## config.mk

```make
export PLATFORM = sky130hd
export DESIGN_NAME = key_auto_repeat_accelerating_core
export DESIGN_NICKNAME = d
export VERILOG_FILES = /design/src/rtl/kara_pkg.sv /design/src/rtl/kara_decide.sv /design/src/rtl/key_auto_repeat_accelerating_core.sv
export VERILOG_INCLUDE_DIRS = /design/src /design/src/rtl
export SDC_FILE = /design/constraint.sdc
export NUM_CORES = 1
export LEC_CHECK = 0
export BUFFER_PORTS_ARGS = -buffer_cell sky130_fd_sc_hd__buf_2
export CAP_MARGIN = 10
export CORE_UTILIZATION = 55
export DETAILED_ROUTE_END_ITERATION = 8
export HOLD_SLACK_MARGIN = 0.02
export PLACE_DENSITY_LB_ADDON = 0.12
export SYNTH_ARGS = -nofsm -noshare
export SYNTH_HDL_FRONTEND = slang
export SYNTH_SLANG_ARGS = --single-unit
```

## constraint.sdc

```tcl
create_clock -name clock -period 15 [get_ports clock]
set_input_delay 3 -clock clock [delete_from_list [all_inputs] [get_ports clock]]
set_output_delay 3 -clock clock [all_outputs]
set_load 0.02 [all_outputs]
```

## src/rtl/assert_macros.svh

```systemverilog
// ---------------------------------------------------------------------------
// Assertion macros
// Shared forms for the concurrent checks of the key repeat block.
// ---------------------------------------------------------------------------
`ifndef ASSERT_MACROS_SVH
`define ASSERT_MACROS_SVH

// Same-cycle implication, disabled during reset.
`define KARA_ASSERT_IMP(label, clk, rst, lhs, rhs) \
   label: assert property (@(posedge clk) disable iff (rst) (lhs) |-> (rhs)) \
      else $error("key repeat assertion failed");

// Next-cycle implication, disabled during reset.
`define KARA_ASSERT_NXT(label, clk, rst, lhs, rhs) \
   label: assert property (@(posedge clk) disable iff (rst) (lhs) |=> (rhs)) \
      else $error("key repeat assertion failed");

`endif

```

## src/rtl/kara_pkg.sv

```systemverilog
// ---------------------------------------------------------------------------
// kara_pkg
// Types and constants of the accelerating key auto-repeat block.
// ---------------------------------------------------------------------------
package kara_pkg;

   localparam int CSR_IDX_W  = 4;
   localparam int CSR_DATA_W = 16;

   localparam logic [CSR_IDX_W-1:0] CSR_FIRST_DELAY   = 4'd0;
   localparam logic [CSR_IDX_W-1:0] CSR_FAST_AFTER    = 4'd1;
   localparam logic [CSR_IDX_W-1:0] CSR_SLOW_INTERVAL = 4'd2;
   localparam logic [CSR_IDX_W-1:0] CSR_FAST_INTERVAL = 4'd3;

   localparam logic [15:0] FIRST_DELAY_RST   = 16'd500;
   localparam logic [15:0] FAST_AFTER_RST    = 16'd1500;
   localparam logic [15:0] SLOW_INTERVAL_RST = 16'd120;
   localparam logic [15:0] FAST_INTERVAL_RST = 16'd60;

   localparam logic [1:0] ACT_PRESS   = 2'd0;
   localparam logic [1:0] ACT_HOLD    = 2'd1;
   localparam logic [1:0] ACT_RELEASE = 2'd2;
   localparam logic [1:0] ACT_CANCEL  = 2'd3;

   localparam logic [1:0] EV_NONE   = 2'd0;
   localparam logic [1:0] EV_PRESS  = 2'd1;
   localparam logic [1:0] EV_REPEAT = 2'd2;

   typedef struct packed {
      logic [15:0] first_delay_ms;
      logic [15:0] fast_after_ms;
      logic [15:0] slow_interval_ms;
      logic [15:0] fast_interval_ms;
   } cfg_type;

   typedef struct packed {
      logic [1:0]  action;
      logic        direction;
      logic [31:0] now_ms;
      logic        key_held;
      logic        debounce_busy;
   } req_type;

   typedef struct packed {
      logic [31:0] press_time;
      logic [31:0] last_repeat_time;
      logic        repeat_active;
      logic        repeat_started;
   } chan_state_type;

   typedef struct packed {
      logic [1:0] key_event;
      logic       event_direction;
   } rsp_type;

endpackage

```

## src/rtl/kara_decide.sv

```systemverilog
// ---------------------------------------------------------------------------
// kara_decide
// Event decision for one request against the state of its direction.
// ---------------------------------------------------------------------------
module kara_decide
   import kara_pkg::*;
(
   input  req_type        req,
   input  cfg_type        cfg,
   input  chan_state_type cur,
   output chan_state_type nxt,
   output logic           clear_all,
   output rsp_type        rsp
);

   logic [31:0] elapsed;
   logic [31:0] since;
   logic [15:0] interval;
   logic [1:0]  ev;

   // Wrapping differences, exactly as a modulo 2^32 subtraction.
   assign elapsed  = req.now_ms - cur.press_time;
   assign since    = req.now_ms - cur.last_repeat_time;
   assign interval = (elapsed >= {16'd0, cfg.fast_after_ms}) ?
                     cfg.fast_interval_ms : cfg.slow_interval_ms;

   always_comb begin
      nxt       = cur;
      clear_all = 1'b0;
      ev        = EV_NONE;
      unique case (req.action)
         ACT_PRESS: begin
            nxt.press_time       = req.now_ms;
            nxt.last_repeat_time = req.now_ms;
            nxt.repeat_active    = 1'b1;
            nxt.repeat_started   = 1'b0;
            ev                   = EV_PRESS;
         end
         ACT_HOLD: begin
            if (cur.repeat_active && req.key_held && !req.debounce_busy &&
                (elapsed >= {16'd0, cfg.first_delay_ms})) begin
               // The first repeat ignores the interval; later ones wait it out.
               if (!(cur.repeat_started && (since < {16'd0, interval}))) begin
                  nxt.repeat_started   = 1'b1;
                  nxt.last_repeat_time = req.now_ms;
                  ev                   = EV_REPEAT;
               end
            end
         end
         ACT_RELEASE: begin
            nxt.repeat_active = 1'b0;
         end
         ACT_CANCEL: begin
            clear_all = 1'b1;
         end
         default: begin
            clear_all = 1'b0;
         end
      endcase
   end

   assign rsp.key_event       = ev;
   assign rsp.event_direction = (ev != EV_NONE) ? req.direction : 1'b0;

endmodule

```

## src/rtl/key_auto_repeat_accelerating_core.sv

```systemverilog
// ---------------------------------------------------------------------------
// key_auto_repeat_accelerating_core
// Two-direction key auto-repeat with a slow and a fast repeat interval.
// ---------------------------------------------------------------------------
//  Channel  Direction  Handshake            Payload
//  req      in         req_tvalid/tready    tuser: action, direction;
//                                           tdata: now_ms, key_held, busy
//  rsp      out        rsp_tvalid/tready    tdata: key_event; tuser: direction
//  csr      in         csr_we               csr_index, csr_wdata
//
//  One request per cycle while req_tready is high; each request gives exactly
//  one response, registered in the output or the skid register. The path is set
//  by the two 32-bit subtractions and compares in the decision logic.
//  Reset clears the configuration to its defaults and all directions to
//  inactive. A stalled response waits in the output register while one more
//  request is taken into a skid register; req_tready drops while it is full.
// ---------------------------------------------------------------------------
`include "assert_macros.svh"

module key_auto_repeat_accelerating_core
   import kara_pkg::*;
(
   input  logic                  clock,
   input  logic                  reset,
   input  logic                  req_tvalid,
   output logic                  req_tready,
   input  logic [39:0]           req_tdata,  // now_ms, key_held, debounce_busy, zero fill
   input  logic [2:0]            req_tuser,  // action, direction
   output logic                  rsp_tvalid,
   input  logic                  rsp_tready,
   output logic [7:0]            rsp_tdata,  // key_event, zero fill
   output logic [0:0]            rsp_tuser,  // event_direction
   input  logic                  csr_we,
   input  logic [CSR_IDX_W-1:0]  csr_index,
   input  logic [CSR_DATA_W-1:0] csr_wdata
);

   cfg_type        cfg_ff;
   chan_state_type state_ff [2];
   rsp_type        out_ff;
   rsp_type        skid_ff;
   logic           out_valid_ff;
   logic           skid_valid_ff;

   req_type        req;
   chan_state_type cur;
   chan_state_type nxt;
   logic           clear_all;
   rsp_type        res;
   logic           req_accept;
   logic           rsp_take;

   assign req.action        = req_tuser[1:0];
   assign req.direction     = req_tuser[2];
   assign req.now_ms        = req_tdata[31:0];
   assign req.key_held      = req_tdata[32];
   assign req.debounce_busy = req_tdata[33];

   assign cur = state_ff[req.direction];

   kara_decide u_decide (
      .req       (req),
      .cfg       (cfg_ff),
      .cur       (cur),
      .nxt       (nxt),
      .clear_all (clear_all),
      .rsp       (res)
   );

   assign req_tready = !skid_valid_ff;
   assign req_accept = req_tvalid && req_tready;
   assign rsp_take   = out_valid_ff && rsp_tready;

   always_ff @(posedge clock) begin
      if (reset) begin
         cfg_ff.first_delay_ms   <= FIRST_DELAY_RST;
         cfg_ff.fast_after_ms    <= FAST_AFTER_RST;
         cfg_ff.slow_interval_ms <= SLOW_INTERVAL_RST;
         cfg_ff.fast_interval_ms <= FAST_INTERVAL_RST;
      end else if (csr_we) begin
         unique case (csr_index)
            CSR_FIRST_DELAY:   cfg_ff.first_delay_ms   <= csr_wdata;
            CSR_FAST_AFTER:    cfg_ff.fast_after_ms    <= csr_wdata;
            CSR_SLOW_INTERVAL: cfg_ff.slow_interval_ms <= csr_wdata;
            CSR_FAST_INTERVAL: cfg_ff.fast_interval_ms <= csr_wdata;
            default:           cfg_ff                  <= cfg_ff;
         endcase
      end
   end

   always_ff @(posedge clock) begin
      for (int d = 0; d < 2; d++) begin
         if (reset) begin
            state_ff[d] <= '0;
         end else if (req_accept) begin
            if (clear_all) begin
               state_ff[d] <= '0;
            end else if (req.direction == 1'(d)) begin
               state_ff[d] <= nxt;
            end
         end
      end
   end

   always_ff @(posedge clock) begin
      if (reset) begin
         out_valid_ff  <= 1'b0;
         skid_valid_ff <= 1'b0;
      end else if (rsp_take) begin
         if (skid_valid_ff) begin
            out_valid_ff  <= 1'b1;
            skid_valid_ff <= 1'b0;
         end else begin
            out_valid_ff  <= req_accept;
         end
      end else if (req_accept) begin
         if (out_valid_ff) begin
            skid_valid_ff <= 1'b1;
         end else begin
            out_valid_ff  <= 1'b1;
         end
      end
   end

   always_ff @(posedge clock) begin
      if (rsp_take && skid_valid_ff) begin
         out_ff <= skid_ff;
      end else if (req_accept && (rsp_take || !out_valid_ff)) begin
         out_ff <= res;
      end
      if (req_accept && out_valid_ff && !rsp_take) begin
         skid_ff <= res;
      end
   end

   assign rsp_tvalid   = out_valid_ff;
   assign rsp_tdata    = {6'd0, out_ff.key_event};
   assign rsp_tuser[0] = out_ff.event_direction;

   `KARA_ASSERT_IMP(a_skid_behind_out, clock, reset, skid_valid_ff, out_valid_ff)
   `KARA_ASSERT_NXT(a_press_activates, clock, reset, req_accept && (req.action == ACT_PRESS),
      state_ff[$past(req.direction)].repeat_active)
   `KARA_ASSERT_NXT(a_cancel_clears, clock, reset, req_accept && (req.action == ACT_CANCEL),
      !state_ff[0].repeat_active && !state_ff[1].repeat_active)
   `KARA_ASSERT_IMP(a_repeat_needs_active, clock, reset,
      req_accept && (res.key_event == EV_REPEAT), cur.repeat_active)

endmodule

```

==> results of run 1 <==
critical path: cells and delay by family:
family,cells,cell delay (ps)
AO/OA/AOI/OAI,11,2980
AND/OR/NAND/NOR,8,2670
buffers and inverters,3,1570
adder cells (fa/ha/maj),2,860
multiplexers,2,600
sequential cells by signal, summed over array words and instances, names as in the netlist:
signal,flops
cfg_ff,64
rsp_tdata,2
skid_valid_ff,1
state_ff,132
rsp_tvalid,1
rsp_tuser,1
skid_ff,3
worst paths after layout:
| kind | slack [ps] | startpoint | to | cells past startpoint |
|---|---|---|---|---|
| hold / removal | 460 | cfg_ff[13] | cfg_ff[13] | 2 |
| hold reg to reg | 460 | cfg_ff[13] | cfg_ff[13] | 2 |
| setup reg to reg | 6550 | state_ff[1][34] | skid_ff[0] | 30 |
| setup / recovery | 3520 | req_tuser[2] | skid_ff[0] | 26 |
where the power goes:
group | leakage, nW | switching [mW] | internal [mW]
sequential | 2.01 | 0.00770 | 0.632
combinational | 3.87 | 0.290 | 0.175
clock | 0.359 | 0.231 | 0.320
through the flow:
step                std cells  hold slack, ps  power [mW]
finish                   1953             455        1.66
global route             1952             471        1.73
CTS                      1952             455        1.66
detailed placement       1912             447        1.11
global placement         1912             442        1.10
floorplan                1593             432       0.985
layout by cell type, fill, tap and decap left out, types with 7 or more instances in the layout:
cell,instances
sky130_fd_sc_hd__nand3_1,15
sky130_fd_sc_hd__o21ai_0,80
sky130_fd_sc_hd__dfxtp_1,66
sky130_fd_sc_hd__buf_2,65
sky130_fd_sc_hd__nand3b_1,8
sky130_fd_sc_hd__nand2_1,218
sky130_fd_sc_hd__clkbuf_16,23
sky130_fd_sc_hd__nor3_2,10
sky130_fd_sc_hd__inv_1,80
sky130_fd_sc_hd__ha_1,111
sky130_fd_sc_hd__a211oi_1,10
sky130_fd_sc_hd__buf_4,11
sky130_fd_sc_hd__nand2b_1,9
sky130_fd_sc_hd__xnor2_1,26
sky130_fd_sc_hd__a21o_1,24
sky130_fd_sc_hd__edfxtp_1,138
sky130_fd_sc_hd__a211o_1,21
sky130_fd_sc_hd__a31oi_1,7
sky130_fd_sc_hd__mux2i_1,61
sky130_fd_sc_hd__nor3_1,103
sky130_fd_sc_hd__o31ai_1,9
sky130_fd_sc_hd__o211ai_1,10
sky130_fd_sc_hd__and3_1,8
sky130_fd_sc_hd__xor2_1,18
sky130_fd_sc_hd__o21a_1,44
sky130_fd_sc_hd__and2_1,15
sky130_fd_sc_hd__nand4_1,23
sky130_fd_sc_hd__nor2_1,139
sky130_fd_sc_hd__mux2_2,38
sky130_fd_sc_hd__a21oi_1,120
routing by layer:
metal / up-vias / global-route usage (%)
met3: 69 / 3.27
met4: 0 / 10.2
met2: 393 / 49.4
met1: 5546 / 40.1
li1: 5786 / -
met5: - / 0
cell families (layout without fill, tap and decap cells):
| family | after synthesis | count (layout) | synth area share, % |
|---|---|---|---|
| compound gates | 380 | 380 | 17.4 |
| xor+xnor | 44 | 44 | 2.73 |
| fa+ha+maj | 113 | 113 | 10.1 |
| buf+inv | 167 | 196 | 4.76 |
| flops | 204 | 204 | 38.7 |
| mux | 99 | 99 | 7.36 |
| other cells | 1 | 7 | 0.0266 |
| simple gates | 580 | 580 | 18.8 |
area by class of cell:
cell class                      count  area (sq um)
Tap cell                          330           413
Clock buffer                       33           653
Antenna cell                        1          2.50
Clock inverter                      7          70.1
Fill cell                        2253          9850
Multi-Input combinational cell   1222          8020
Sequential cell                   204          5470
Timing Repair Buffer               76           408
Inverter                           80           300
==> results.cfg, run 1 <==
[routing]
route.met3.wl_mm = 2.30
route.detailed.drc = 0
avgViaCountPerCell = 6.04
finalWirelength_mm = 38.8
top_layer = met4
dr.pass1.iters = 5
routed-wl-met2_mm = 18.0
route.vias.total = 11800
drtIter0Drc = 1030
antenna_violating_nets_post_route = 0
routed_length_on_met1_mm = 17.3
route.detailed.wl_per_inst_um = 19.9

[critical_path]
critical_path.startpoint_type = input port
worst_path_most_repeated_cell = sky130_fd_sc_hd__buf_4
worst-endpoint-required_ps = 15270
timing.critical_path.to_type = flip-flop
critPathMaxStageDelay_ps = 740
critical_path.slowest_cell = sky130_fd_sc_hd__a2111oi_0
cp_max_fo = 48
crit_type = in2reg
critPathArrivalTime_ps = 11750

[die]
core_area_sq_um = 25200
floorplan.io_pins = 79
die_height_um = 162
initial_core_util_pct = 56.1
die_width_um = 162
design.die.area_sq_um = 26300
fp-row-count = 58

[logic_synthesis]
synth_top_cell_area_share_pct = 29.4
seq_area_frac_synth_pct = 38.7
synth.cell_area_sq_um = 14100
ys.flop_type = sky130_fd_sc_hd__edfxtp_1
yosysTopAreaCell = sky130_fd_sc_hd__edfxtp_1
synthCells = 1588
synth_top_cells_by_area = sky130_fd_sc_hd__edfxtp_1, sky130_fd_sc_hd__ha_1, sky130_fd_sc_hd__dfxtp_1
synthesized_area_divided_by_synthesized_cell_count_sq_um = 8.89
number_of_synthesized_flops_with_an_enable_pin = 138
synth_top_cells_by_count = sky130_fd_sc_hd__nand2_1, sky130_fd_sc_hd__nor2_1, sky130_fd_sc_hd__edfxtp_1, sky130_fd_sc_hd__a21oi_1, sky130_fd_sc_hd__ha_1
yosys_warnings = 0
ys_types = 71
synth-async-reset-ratio_pct = 0
synthMostInstantiatedCell = sky130_fd_sc_hd__nand2_1
synth-seq-cells = 204

[sta]
setup-violations-final = 0
timing.fmax_mhz = 87.1
finalHoldViolations = 0
timing.final.crit_period_ps = 11480
postLayoutSetupSlackWorst_ps = 3520
tns_ps = 0
worst_slew_pin_slew_ps = 1080
clock-skew-final_ps = 11.1
period_share_pct = 76.5
rsz0062_at_grt = no
finalMaxSlewViolations = 0
relSlewSlack_pct = 27.8

[global_route]
gr-usage-all-layers_pct = 29.7
grt_antenna_before_repair = 1
grt_pass1_vias = 11000
grt_first_pass_wirelength_mm = 60.6
grt_max_degree = 71
grt_overflow_total = 0

[worst_hold_path]
hp-class = reg2reg

[power_and_ir_drop]
leakage_nw = 6.24
power_per_cell_area_nw_per_um2 = 108
vdd_drop_max_mv = 0.0837

[cells_and_area]
final_area_sq_um = 15300
synthToLayoutAreaGrowth_pct = 8.63
post_route_cells_drive_above_1_share_pct = 11.1
final_nets = 1788
postLayoutCoreUtil_pct = 60.9

[placed_design]
gp_congestion = 0.947
dp.final_hpwl_mm = 28.3
placed_area_sq_um = 14600
placement.setup.worst_slack_ps = 3220
number_of_port_buffers = 66

[cts]
number_of_levels_the_h_tree_was_split_into = 1
clk_root_buffer_cell = sky130_fd_sc_hd__clkbuf_16
clkSlewWorstSetupHoldPaths_ps = 60
postCtsSetupRepairBufs = 0
cts.hold.buffers_added = 0
clock_insertion_delay_worst_skew_ps = 520
cts_tree = built
cts_made_buffers = 23
cts_max_path_buffers = 3
cts_resized = 0
clock_sinks = 204

[job]
timing.max_cap.violations = 0

[status]
status = finished, final reports clean
No activity file was read; power rests on OpenSTA's default activity.
==> inputs of run 2 (changes only) <==
==> constraint.sdc (replaced) <==
create_clock -name clock -period 11.7 [get_ports clock]
set_input_delay 2.34 -clock clock [delete_from_list [all_inputs] [get_ports clock]]
set_output_delay 2.34 -clock clock [all_outputs]
set_load 0.02 [all_outputs]
==> results.cfg, run 2 (synthesis results as in run 1) <==
[sta]
clock-skew-final_ps = 18.2
setup-violations-final = 0
worst_slew_pin_slew_ps = 1100
tns_ps = 0
postLayoutSetupSlackWorst_ps = 1400
finalHoldViolations = 0
timing.fmax_mhz = 97.1
rsz0062_at_grt = no
timing.final.crit_period_ps = 10300
period_share_pct = 88.0
relSlewSlack_pct = 26.7
finalMaxSlewViolations = 0

[placed_design]
placement.setup.worst_slack_ps = 1040
dp.final_hpwl_mm = 28.6
gp_congestion = 0.962
number_of_port_buffers = 66
placed_cells_incl_taps = 1914

[cells_and_area]
postLayoutCoreUtil_pct = 61.3
layout.cells.most_common = sky130_fd_sc_hd__nand2_1
final_nets = 1791
max_flop_register = state_ff
final_cell_count_no_fill = 1958
storage_cell_area_sq_um = 5470
highest_count_cells_in_the_layout_ignoring_fill_and_taps = sky130_fd_sc_hd__nand2_1, sky130_fd_sc_hd__nor2_1, sky130_fd_sc_hd__edfxtp_1
largest_register_ff_count = 132
fillers = 2212
synthToLayoutAreaGrowth_pct = 9.35
multi_input_area_sq_um = 8020
post_route_cells_drive_above_1_share_pct = 11.6
biggestRegsByFlops = state_ff: 132 flops, cfg_ff: 64 flops, skid_ff: 3 flops

[global_route]
grt_first_pass_wirelength_mm = 61.2
grt_antenna_before_repair = 1
grt_overflow_total = 0
grt_pass1_vias = 11300
gr-usage-all-layers_pct = 30.0
grt_max_degree = 71

[die]
design.die.area_sq_um = 26300
die_width_um = 162
initial_core_util_pct = 56.1
die_height_um = 162
core_area_sq_um = 25200
floorplan.io_pins = 79
fp-row-count = 58

[critical_path]
crit_type = in2reg
worst-endpoint-required_ps = 12040
worst_path_dominant_cell_family = compound AO/OA/AOI/OAI gates
timing.critical_path.to_type = flip-flop
path_buf_inv = 3
critical_path.startpoint_type = input port
cp_max_fo = 40
critPathArrivalTime_ps = 10640
critical_path.slowest_cell = sky130_fd_sc_hd__a2111oi_0
critPathMaxStageDelay_ps = 690

[status]
status = finished, final reports clean

[cts]
cts_tree = built
number_of_levels_the_h_tree_was_split_into = 1
cts.hold.buffers_added = 0
clk_root_buffer_cell = sky130_fd_sc_hd__clkbuf_16
cts_max_path_buffers = 3
clkSlewWorstSetupHoldPaths_ps = 60
clock_sinks = 204
cts_resized = 0
clock_insertion_delay_worst_skew_ps = 530
cts_made_buffers = 24
postCtsSetupRepairBufs = 0

[routing]
antenna_violating_nets_post_route = 0
route.detailed.drc = 0
finalWirelength_mm = 39.6
drtIter0Drc = 1010
route.vias.total = 12000
avgViaCountPerCell = 6.12
route.detailed.wl_per_inst_um = 20.2
dr.pass1.iters = 5

[power_and_ir_drop]
power_per_cell_area_nw_per_um2 = 141
total_power_mw = 2.18
vdd_drop_max_mv = 0.106
leakage_nw = 6.30

[worst_hold_path]
hp-class = reg2reg

[job]
timing.max_cap.violations = 0
==> run 2: tightest hold or removal path, delay by kind of cell, from the launching register on <==
family          cells  cell delay, ps
compound gates      1              50
flops               1             310
simple gates        1              50
==> run 2: through the flow <==
step | hold WS [ps] | instance area [sq um]
2_1_floorplan | 432 | 14100
3_3_place_gp | 442 | 14600
3_5_place_dp | 446 | 14600
4_1_cts | 455 | 15400
5_1_grt | 472 | 15400
6_report | 453 | 15400
==> run 2: worst paths after layout <==
path | start | end | slack, ps | depth (start not counted)
max | req_tuser[2] | state_ff[0][20] | 1400 | 26
min reg2reg | cfg_ff[26] | cfg_ff[26] | 450 | 2
min | cfg_ff[26] | cfg_ff[26] | 450 | 2
max reg2reg | state_ff[0][34] | state_ff[0][20] | 3490 | 30
==> run 2: final cells by class <==
cell class              count  area share, %
multi-input cells        1222           52.0
flip-flops and latches    204           35.4
clock buffers              29           4.35
repair buffers             78           2.82
well taps                 330           2.68
inverters                  80           1.95
clock inverters            14          0.819
diodes                      1         0.0162
==> run 2: power breakdown <==
| part | internal [mW] | switching (mW) |
|---|---|---|
| sequential | 0.811 | 0.0102 |
| combinational | 0.225 | 0.374 |
| clock | 0.452 | 0.309 |
==> run 2: layer usage <==
layer	track usage, %	wire length (um)
met5	0	0
met1	40.1	17500
met4	11.0	1430
met2	49.8	18400
met3	3.47	2180
==> inputs of run 3 (changes only) <==
--- a/config.mk
+++ b/config.mk
@@ -6,6 +6,7 @@
 export SDC_FILE = /design/constraint.sdc
 export NUM_CORES = 1
 export LEC_CHECK = 0
+export ABC_AREA = 1
 export BUFFER_PORTS_ARGS = -buffer_cell sky130_fd_sc_hd__buf_2
 export CAP_MARGIN = 10
 export CORE_UTILIZATION = 55
==> results.cfg, run 3 <==
[status]
status = finished with violations
violations = design-rule violations

[sta]
period_share_pct = 81.0
rsz0062_at_grt = no
timing.final.crit_period_ps = 9470
worst_slew_pin_slew_ps = 1080
setup-violations-final = 0
timing.fmax_mhz = 106
finalHoldViolations = 0
tns_ps = 0
clock-skew-final_ps = 9.31
relSlewSlack_pct = 27.9
finalMaxSlewViolations = 0

[cells_and_area]
layout.cells.most_common = sky130_fd_sc_hd__nand2_1
highest_count_cells_in_the_layout_ignoring_fill_and_taps = sky130_fd_sc_hd__nand2_1, sky130_fd_sc_hd__nor2_1, sky130_fd_sc_hd__inv_1
synthToLayoutAreaGrowth_pct = 9.14
largest_register_ff_count = 132
biggestRegsByFlops = state_ff: 132 flops, cfg_ff: 64 flops, skid_ff: 3 flops
antenna-diode-count = 0
post_route_cells_drive_above_1_share_pct = 10.3
max_flop_register = state_ff
final_nets = 2188

[logic_synthesis]
synthesized_area_divided_by_synthesized_cell_count_sq_um = 7.57
yosysTopAreaCell = sky130_fd_sc_hd__edfxtp_1
number_of_synthesized_flops_with_an_enable_pin = 138
seq_area_frac_synth_pct = 36.8
synth-async-reset-ratio_pct = 0
synth.cell_area_sq_um = 14800
synth-seq-cells = 204
yosys_warnings = 0
synth_top_cells_by_count = sky130_fd_sc_hd__nand2_1, sky130_fd_sc_hd__nor2_1, sky130_fd_sc_hd__inv_1, sky130_fd_sc_hd__a21oi_1, sky130_fd_sc_hd__edfxtp_1
synthCells = 1961
synthMostInstantiatedCell = sky130_fd_sc_hd__nand2_1
synth_top_cells_by_area = sky130_fd_sc_hd__edfxtp_1, sky130_fd_sc_hd__nand2_1, sky130_fd_sc_hd__ha_1
synth_top_cell_area_share_pct = 27.9
ys_types = 46
ys.flop_type = sky130_fd_sc_hd__edfxtp_1

[die]
floorplan.io_pins = 79
die_width_um = 166
fp-row-count = 59
initial_core_util_pct = 56.5
design.die.area_sq_um = 27600
core_area_sq_um = 26300
die_height_um = 166

[critical_path]
timing.critical_path.to_type = flip-flop
cp_max_fo = 34
worst-endpoint-required_ps = 11940
reg2reg_slack_ps = 4600
critPathArrivalTime_ps = 9710
critical_path.slowest_cell = sky130_fd_sc_hd__mux2i_1
reg2reg_depth = 32
terminus_of_the_critical_flop_to_flop_path = state_ff[1][18]
critical_path.startpoint_type = input port
critical_register_to_register_path_startpoint = state_ff[1][40]
crit_type = in2reg
worst_path_most_repeated_cell = sky130_fd_sc_hd__nand2_1
critPathMaxStageDelay_ps = 430

[global_route]
grt_first_pass_wirelength_mm = 64.9
grt_pass1_vias = 12500
grt_antenna_before_repair = 0
grt_max_degree = 68
gr-usage-all-layers_pct = 29.4
grt_overflow_total = 0

[worst_hold_path]
hold_end = cfg_ff[22]
worstHoldStart = cfg_ff[22]
hold-path-cell-count = 2
hp-class = reg2reg

[routing]
route.vias.total = 13100
avgViaCountPerCell = 5.56
finalWirelength_mm = 40.7
dr.pass1.iters = 7
route.detailed.wl_per_inst_um = 17.2
route.detailed.drc = 4
antenna_violating_nets_post_route = 0
drtIter0Drc = 1223

[power_and_ir_drop]
leakage_nw = 7.74
vdd_drop_max_mv = 0.110
power_per_cell_area_nw_per_um2 = 133
total_power_mw = 2.16

[cts]
cts_tree = built
cts_made_buffers = 24
cts.hold.buffers_added = 0
clock_sinks = 204
postCtsSetupRepairBufs = 0
clkSlewWorstSetupHoldPaths_ps = 50
clock_insertion_delay_worst_skew_ps = 530
clk_root_buffer_cell = sky130_fd_sc_hd__clkbuf_16
cts_resized = 0
number_of_levels_the_h_tree_was_split_into = 1
cts_max_path_buffers = 3

[placed_design]
dp.final_hpwl_mm = 29.1
number_of_port_buffers = 66
gp_congestion = 0.925

[job]
timing.max_cap.violations = 0
## run 3: per-stage QoR
step	setup WS (ps)	instance area, sq um	std cells	utilization, %	hold slack (ps)
6_report	2230	16200	2358	61.6	453
3_5_place_dp	1770	15400	2316	58.8	443
2_1_floorplan	3640	14900	1966	-	424
3_3_place_gp	1780	15400	2316	58.8	435
4_1_cts	2290	16200	2358	61.6	455
5_1_grt	1810	16200	2358	61.6	470
## run 3: power breakdown
part	leakage, nW	switching [mW]	internal (mW)	total (mW)
combinational	5.36	0.405	0.203	0.609
clock	0.373	0.297	0.432	0.729
sequential	2.00	0.00995	0.812	0.822
total	7.74	0.712	1.45	2.16
## run 3: kinds of logic (layout without fill, tap and decap cells)
family / Yosys count / count (layout) / share of synthesized area (%)
fa+ha+maj: 113 / 113 / 9.63
mux: 64 / 64 / 4.32
buf+inv: 320 / 377 / 8.66
flops: 204 / 204 / 36.8
other cells: 1 / 6 / 0.0253
simple gates: 899 / 899 / 27.0
compound gates: 321 / 321 / 11.3
xor+xnor: 39 / 39 / 2.30
## run 3: area by class of cell
class                   instances  area [sq um]
well taps                     335           419
multi-input cells            1442          8150
inverters                     253           950
flip-flops and latches        204          5470
repair buffers                 82           453
clock inverters                 7          62.6
clock buffers                  35           694
fillers                      2389         10100
## run 3: worst max-delay path, delay by kind of cell
kind / cells / cell delay [ps]
adders and majority gates: 3 / 1020
AOI/OAI and AO/OA: 8 / 1710
buffers and inverters: 3 / 890
muxes: 1 / 430
xor gates and xnor gates: 1 / 430
and+or+nand+nor: 18 / 2810
## run 3: metal layers
layer / share of wire (%) / vias up / GRT usage, % / routed length, um
li1: - / 6560 / - / -
met1: 46 / 6120 / 41.6 / 18700
met2: 46 / 388 / 48.7 / 18500
met3: 6.6 / 48 / 3.07 / 2690
met4: 1.7 / 0 / 6.60 / 706
met5: 0 / - / 0 / 0
## run 3: how the worst max path moves through the flow
stage          slack, ps    startpoint  depth (start not counted)               to
2_1_floorplan       3640  req_tuser[2]                         38  state_ff[0][33]
3_3_place_gp        1780  req_tuser[2]                         34        rsp_tuser
3_5_place_dp        1770  req_tuser[2]                         34  state_ff[0][11]
4_1_cts             2290  req_tuser[2]                         34  state_ff[1][26]
5_1_grt             1810  req_tuser[2]                         34  state_ff[0][11]
6_report            2230  req_tuser[2]                         34  state_ff[1][18]
